===== config.mk =====
export PLATFORM = sky130hd
export DESIGN_NAME = merge_insertion_sort_core
export DESIGN_NICKNAME = d
export VERILOG_FILES = /design/src/sv/msort_pkg.sv /design/src/sv/msort_ctrl.sv /design/src/sv/msort_datapath.sv /design/src/sv/merge_insertion_sort_core.sv
export SDC_FILE = /design/constraint.sdc
export NUM_CORES = 2
export LEC_CHECK = 0
export BUFFER_PORTS_ARGS = -buffer_cell sky130_fd_sc_hd__buf_2
export CORE_ASPECT_RATIO = 1.25
export CORE_MARGIN = 2
export CORE_UTILIZATION = 60
export CTS_BUF_LIST = sky130_fd_sc_hd__clkbuf_8
export DETAILED_ROUTE_END_ITERATION = 10
export PLACE_DENSITY = 0.79
export SYNTH_ARGS = -nofsm -noshare
export SYNTH_HDL_FRONTEND = slang
export SYNTH_SLANG_ARGS = --single-unit

===== constraint.sdc =====
create_clock -name clk -period 3.6 [get_ports clk]
set_input_delay 0.72 -clock clk [delete_from_list [all_inputs] [get_ports clk]]
set_output_delay 0.72 -clock clk [all_outputs]
set_load 0.01 [all_outputs]

===== src/sv/msort_pkg.sv =====
// shared command and status types for the merge-insertion sort core
package msort_pkg;

  localparam int unsigned ValueW = 31;
  localparam int unsigned DataW  = 32;

  // controller to datapath commands
  typedef struct packed {
    logic load;       // take the request value, set insert position
    logic drop;       // mark a dropped request
    logic rd_prev;    // read chain entry below the insert position
    logic wr_value;   // write the new value at the insert position
    logic wr_shift;   // move the read entry up one place
    logic out_start;  // restart the output index
    logic out_read;   // read chain entry at the output index
    logic out_load;   // load the output register
    logic out_next;   // advance the output index
    logic clear;      // end of set
  } msort_cmd_t;

  // datapath to controller status
  typedef struct packed {
    logic full;       // store holds the maximum count
    logic pos_zero;   // insert position at the bottom
    logic greater;    // read entry is larger than the new value
    logic last_pend;  // the set is complete
    logic out_end;    // output index on the final entry
  } msort_stat_t;

endpackage


===== src/sv/msort_ctrl.sv =====
// controller state machine for load, insertion and output
module msort_ctrl (
  input  logic                  clk,
  input  logic                  rst,
  input  logic                  s_tvalid,
  output logic                  s_tready,
  output logic                  m_tvalid,
  input  logic                  m_tready,
  output msort_pkg::msort_cmd_t cmd,
  input  msort_pkg::msort_stat_t stat
);
  import msort_pkg::*;

  typedef enum logic [5:0] {
    IDLE     = 6'b000001,
    INS_RD   = 6'b000010,
    INS_CMP  = 6'b000100,
    OUT_RD   = 6'b001000,
    OUT_WAIT = 6'b010000,
    OUT_HOLD = 6'b100000
  } state_t;

  state_t state, state_next;

  // state register
  always_ff @(posedge clk) begin
    if (rst) begin
      state <= IDLE;
    end else begin
      state <= state_next;
    end
  end

  assign s_tready = (state == IDLE);
  assign m_tvalid = (state == OUT_HOLD);

  // next state and commands
  always_comb begin
    state_next = state;
    cmd = '0;
    unique case (state)
      IDLE: begin
        if (s_tvalid) begin
          cmd.load = 1'b1;
          if (stat.full) begin
            cmd.drop = 1'b1;
          end else begin
            state_next = INS_RD;
          end
        end
      end
      INS_RD: begin
        if (stat.pos_zero) begin
          cmd.wr_value = 1'b1;
          if (stat.last_pend) begin
            cmd.out_start = 1'b1;
            state_next = OUT_RD;
          end else begin
            state_next = IDLE;
          end
        end else begin
          cmd.rd_prev = 1'b1;
          state_next = INS_CMP;
        end
      end
      INS_CMP: begin
        if (stat.greater) begin
          cmd.wr_shift = 1'b1;
          state_next = INS_RD;
        end else begin
          cmd.wr_value = 1'b1;
          if (stat.last_pend) begin
            cmd.out_start = 1'b1;
            state_next = OUT_RD;
          end else begin
            state_next = IDLE;
          end
        end
      end
      OUT_RD: begin
        cmd.out_read = 1'b1;
        state_next = OUT_WAIT;
      end
      OUT_WAIT: begin
        cmd.out_load = 1'b1;
        state_next = OUT_HOLD;
      end
      OUT_HOLD: begin
        if (m_tready) begin
          if (stat.out_end) begin
            cmd.clear = 1'b1;
            state_next = IDLE;
          end else begin
            cmd.out_next = 1'b1;
            state_next = OUT_RD;
          end
        end
      end
      default: begin
        state_next = IDLE;
      end
    endcase
    // a dropped request that closes the set goes straight to output
    if (state == IDLE && s_tvalid && stat.full && stat.last_pend) begin
      state_next = OUT_RD;
      cmd.out_start = 1'b1;
    end
  end

endmodule


===== src/sv/msort_datapath.sv =====
// sorted chain memory, insert position, counters and output register
module msort_datapath #(
  parameter int unsigned MAX_ITEMS = 64
) (
  input  logic                   clk,
  input  logic                   rst,
  input  logic [msort_pkg::DataW-1:0] s_tdata,
  input  logic                   s_tlast,
  output logic [msort_pkg::DataW-1:0] m_tdata,
  output logic                   m_tlast,
  output logic                   m_tuser,
  input  msort_pkg::msort_cmd_t  cmd,
  output msort_pkg::msort_stat_t stat
);
  import msort_pkg::*;

  localparam int unsigned AW = $clog2(MAX_ITEMS);
  localparam int unsigned CW = $clog2(MAX_ITEMS + 1);

  logic [ValueW-1:0] chain [MAX_ITEMS];
  logic [ValueW-1:0] rdata;
  logic [ValueW-1:0] new_val;
  logic [ValueW-1:0] out_val;
  logic [AW-1:0]     pos;
  logic [AW-1:0]     idx;
  logic [CW-1:0]     count;
  logic              dropped;
  logic              last_pend;
  logic              out_last;
  logic              out_ovf;
  logic              out_end;

  // chain memory, one write and one registered read
  always_ff @(posedge clk) begin
    if (cmd.wr_value) begin
      chain[pos] <= new_val;
    end else if (cmd.wr_shift) begin
      chain[pos] <= rdata;
    end
    if (cmd.rd_prev) begin
      rdata <= chain[pos - AW'(1)];
    end else if (cmd.out_read) begin
      rdata <= chain[idx];
    end
  end

  // control registers
  always_ff @(posedge clk) begin
    if (rst) begin
      count     <= '0;
      dropped   <= 1'b0;
      last_pend <= 1'b0;
    end else begin
      if (cmd.load) begin
        last_pend <= s_tlast;
        if (cmd.drop) begin
          dropped <= 1'b1;
        end else begin
          count <= count + CW'(1);
        end
      end
      if (cmd.clear) begin
        count     <= '0;
        dropped   <= 1'b0;
        last_pend <= 1'b0;
      end
    end
  end

  // insert position, output index and output register
  always_ff @(posedge clk) begin
    if (cmd.load) begin
      new_val <= s_tdata[ValueW-1:0];
      pos     <= count[AW-1:0];
    end else if (cmd.wr_shift) begin
      pos <= pos - AW'(1);
    end
    if (cmd.out_start) begin
      idx <= '0;
    end else if (cmd.out_next) begin
      idx <= idx + AW'(1);
    end
    if (cmd.out_load) begin
      out_val  <= rdata;
      out_last <= out_end;
      out_ovf  <= dropped;
    end
  end

  assign out_end = ((CW'(idx) + CW'(1)) == count);

  assign stat.full      = (count == CW'(MAX_ITEMS));
  assign stat.pos_zero  = (pos == '0);
  assign stat.greater   = (rdata > new_val);
  assign stat.last_pend = cmd.load ? s_tlast : last_pend;
  assign stat.out_end   = out_last;

  assign m_tdata = {{(DataW - ValueW){1'b0}}, out_val};
  assign m_tlast = out_last;
  assign m_tuser = out_ovf;

endmodule


===== src/sv/merge_insertion_sort_core.sv =====
// top level of the sort core: controller and datapath
//
// channel  dir  tdata (low bit up)      tlast          tuser
// s_*      in   value[30:0], 0 pad      last of set    -
// m_*      out  value_res[30:0], 0 pad  last_res       overflow
//
// each value is inserted into the chain as it arrives: the entry below the
// insert position is read, then compared, and while it is larger than the
// new value it moves up one place (one memory port); the value is written
// above the first entry not larger, or at the bottom. a request that comes
// while the store is full is dropped. each result is read from the chain,
// loaded into the output register, then held on m_* until taken. rst is
// synchronous and empties the set; s_tready is low while sorting or emitting.
module merge_insertion_sort_core #(
  parameter int unsigned MAX_ITEMS = 64
) (
  input  logic        clk,
  input  logic        rst,
  input  logic        s_tvalid,
  output logic        s_tready,
  input  logic [31:0] s_tdata,   // value[30:0], zero[31]
  input  logic        s_tlast,
  output logic        m_tvalid,
  input  logic        m_tready,
  output logic [31:0] m_tdata,   // value_res[30:0], zero[31]
  output logic        m_tlast,
  output logic        m_tuser    // overflow
);
  import msort_pkg::*;

  msort_cmd_t  cmd;
  msort_stat_t stat;

  msort_ctrl u_ctrl (
    .clk      (clk),
    .rst      (rst),
    .s_tvalid (s_tvalid),
    .s_tready (s_tready),
    .m_tvalid (m_tvalid),
    .m_tready (m_tready),
    .cmd      (cmd),
    .stat     (stat)
  );

  msort_datapath #(
    .MAX_ITEMS (MAX_ITEMS)
  ) u_datapath (
    .clk     (clk),
    .rst     (rst),
    .s_tdata (s_tdata),
    .s_tlast (s_tlast),
    .m_tdata (m_tdata),
    .m_tlast (m_tlast),
    .m_tuser (m_tuser),
    .cmd     (cmd),
    .stat    (stat)
  );

endmodule

==> out/results.txt <==
share of cells above drive strength 1 - 36.41%
setup TNS - 0 ns
Layout area overhead - 13.41%
GR Overflow Total - 0
crit path launch type - register
All-Layer GR Usage - 38.72%
CP Max Fanout - 8
Finish-stage setup viols - 0
Synth Cell Area - 97860 µm²
Adder-Cell Fraction of Synth Area - 0.4475%
Rows - 165
DPL Wire Length - 194.2 mm
Residual DRC - 0
Pwr Total - 80.91 mW
gpl congestion - 0.9713
largest net degree at the start of global routing - 100
worst skew pair latency - 1.07 ns
antenna violations before repair - 20
H-tree depth - 5
final hold vios - 0
peak supply drop - 0.0009480 V
I/O Pins - 73
crit path launch - u_ctrl.state[0]
Tcrit/Tclk final - 96.21%
Initial Util - 60.46%
Die Ht - 455.5 µm
clk buf depth - 4
Peak Freq - 288.7 MHz
crit path DAT - 2.74 ns
post-synthesis compound-gate area fraction - 1.594%
Leak - 35.90 nW
CTS Buf Count - 324
core area - 161900 µm²
PortBufs - 70
mux cell area share after synthesis - 26.22%
Max-Cap Viols - 0
start point of the worst hold path - m_tready
Final nets - 5694
ys flop type - edfxtp_1
library cells used by synthesis - 72
Post-Syn Nets - 5277
Synth Register Bits - 2112
Wirelength per Cell - 39.78 µm
CTS tree - done
DR pass1 iterations - 6
fin crit period - 3.463 ns
CP Capture Type - primary output
clock sink count - 2112
setup ws final - 0.1366 ns
kind of critical path - reg -> out
post-synthesis simple-gate area fraction - 5.081%
Slew @ Worst Pin - 1.002 ns
Reg clk slew, reported paths - 0.07 ns
Critical Path RT - 2.88 ns
Setup Skew - 0.06401 ns
Setup WS pre-CTS - 0.1177 ns
Gate Count Post-Synth - 5205
Inst Count DP - 7431
share of flip-flops with an asynchronous set or reset - 0%
Via density - 7.638
vias in the first global route - 60680
final WL - 319.2 mm
RSZ-0062 raised after global routing - no
status - completed
Die ar. - 166400 µm²
fillcell total - 9894
Post-Layout Cell Count - 8025
Max Transition Viols Final - 0
largest family of logic cells by synthesized area - multiplexers
root buf cell - clkbuf_8
first-pass GRT wire length - 443.3 mm
1st-iter DRT viols - 10960
xor/xnor cell area share of the yosys netlist - 0.2327%
die width - 365.2 µm
Routed Antenna Nets - 0
Post-synth EDFFs - 2085
Seq/Total Area, Yosys - 64.53%
Hold Path Class - in -> reg
Synth warnings - 0
Vias - 61300
R2R Path Start - u_datapath.rdata[14]
Slew headroom - 33.23%
P per Cell Area - 729.0 nW/µm²
mean area per synthesized cell - 18.80 µm²
-- registers in the layout, summed over array words and instances, names as in the netlist, named ones only --
name	flops
u_datapath.chain	1984
u_datapath.count	7
u_ctrl.state	6
u_datapath.m_tlast	1
u_datapath.pos	6
u_datapath.new_val	31
u_datapath.dropped	1
u_datapath.rdata	31
u_datapath.out_val	31
u_datapath.idx	6
u_datapath.last_pend	1
u_datapath.m_tuser	1
-- worst paths after layout --
check / cells after the start / slack (ns) / to
setup / recovery: 3 / 0.14 / m_tvalid
hold reg to reg: 0 / 0.50 / u_datapath.out_val[13]
hold / removal: 3 / 0.18 / u_ctrl.state[5]
setup reg to reg: 10 / 0.14 / u_datapath.chain[3][19]
-- worst max-delay path, cell delays in order (launching register included) --
cell,delay [ns]
dfxtp_1,0.40
or4_4,0.57
nor2_1,0.46
buf_2,0.24
-- synth_stat cells (all sizes together) (52+ instances only) --
| master | n | area share, % |
|---|---|---|
| and3 | 52 | 0.33 |
| buf | 167 | 0.82 |
| clkbuf | 231 | 0.89 |
| edfxtp | 2085 | 64 |
| mux2 | 156 | 1.8 |
| mux2i | 156 | 1.6 |
| mux4 | 992 | 23 |
| nand2 | 458 | 1.8 |
| nand3 | 210 | 1.1 |
| nand4 | 55 | 0.35 |
| nor2 | 97 | 0.41 |
| nor3 | 136 | 0.70 |
-- placed cells by master, fill, tap and decap left out, types with 69 or more instances in the layout --
cell and count:
mux4_2 992, nand2_1 456, nor2_4 69, nor3_1 136
clkinv_1 72, inv_1 109, edfxtp_1 2085, buf_2 70
mux2i_1 156, mux2_2 154, buf_12 139, buf_4 246
nand3_1 210, clkbuf_8 332
-- stage by stage --
stage,cell area (µm²),hold slack [ns],utilization [%]
6_report,111000,0.1844,68.57
2_1_floorplan,97870,0.4090,-
3_3_place_gp,104500,0.4692,64.58
4_1_cts,110900,0.1252,68.53
5_1_grt,111000,0.1666,68.57
3_5_place_dp,104500,0.4868,64.58
-- timing repair --
item / in CTS / in global routing
hold buffers: 32 / 0
gates resized for setup: 0 / 3
endpoints found under the hold margin: 33 / 0
setup endpoints to repair: 0 / 1724
setup buffers: 0 / 3
-- cells by family (layout without fill, tap and decap cells) --
group	count (synthesis)	count (layout)
AO/OA/AOI/OAI	212	212
XOR/XNOR	26	26
adder cells (fa/ha/maj)	35	35
buffers and inverters	445	1090
flip-flops	2112	2112
multiplexers	1304	1304
other	1	5
AND/OR/NAND/NOR	1070	1070
-- report_power, final --
group          total (mW)  leakage (nW)  switching [mW]  internal (mW)
logic                32.3          13.6            18.6           13.7
clock network        19.3          3.34            9.29           10.0
registers            29.3          19.0           0.370           28.9
-- area by class of cell --
| cell class | count | area (µm²) | area share, % |
|---|---|---|---|
| Antenna cell | 4 | 10.01 | 0.009019 |
| Clock buffer | 332 | 4569 | 4.117 |
| Clock inverter | 222 | 1490 | 1.343 |
| Inverter | 47 | 182.7 | 0.1646 |
| Multi-Input combinational cell | 2648 | 33520 | 30.20 |
| Sequential cell | 2112 | 63160 | 56.91 |
| Tap cell | 2171 | 2716 | 2.447 |
| Timing Repair Buffer | 489 | 5336 | 4.808 |
-- layer usage --
layer | GRT usage (%) | vias to the layer above | routed length, µm | share of wire [%]
met1 | 48.36 | 30900 | 96930 | 30
met4 | 25.12 | 24 | 25830 | 8.1
li1 | - | 22800 | - | -
met3 | 15.01 | 1410 | 52340 | 16
met5 | 0 | - | 154 | 0.048
met2 | 56.80 | 6165 | 144000 | 45
Power figures use the tool's default switching activity.
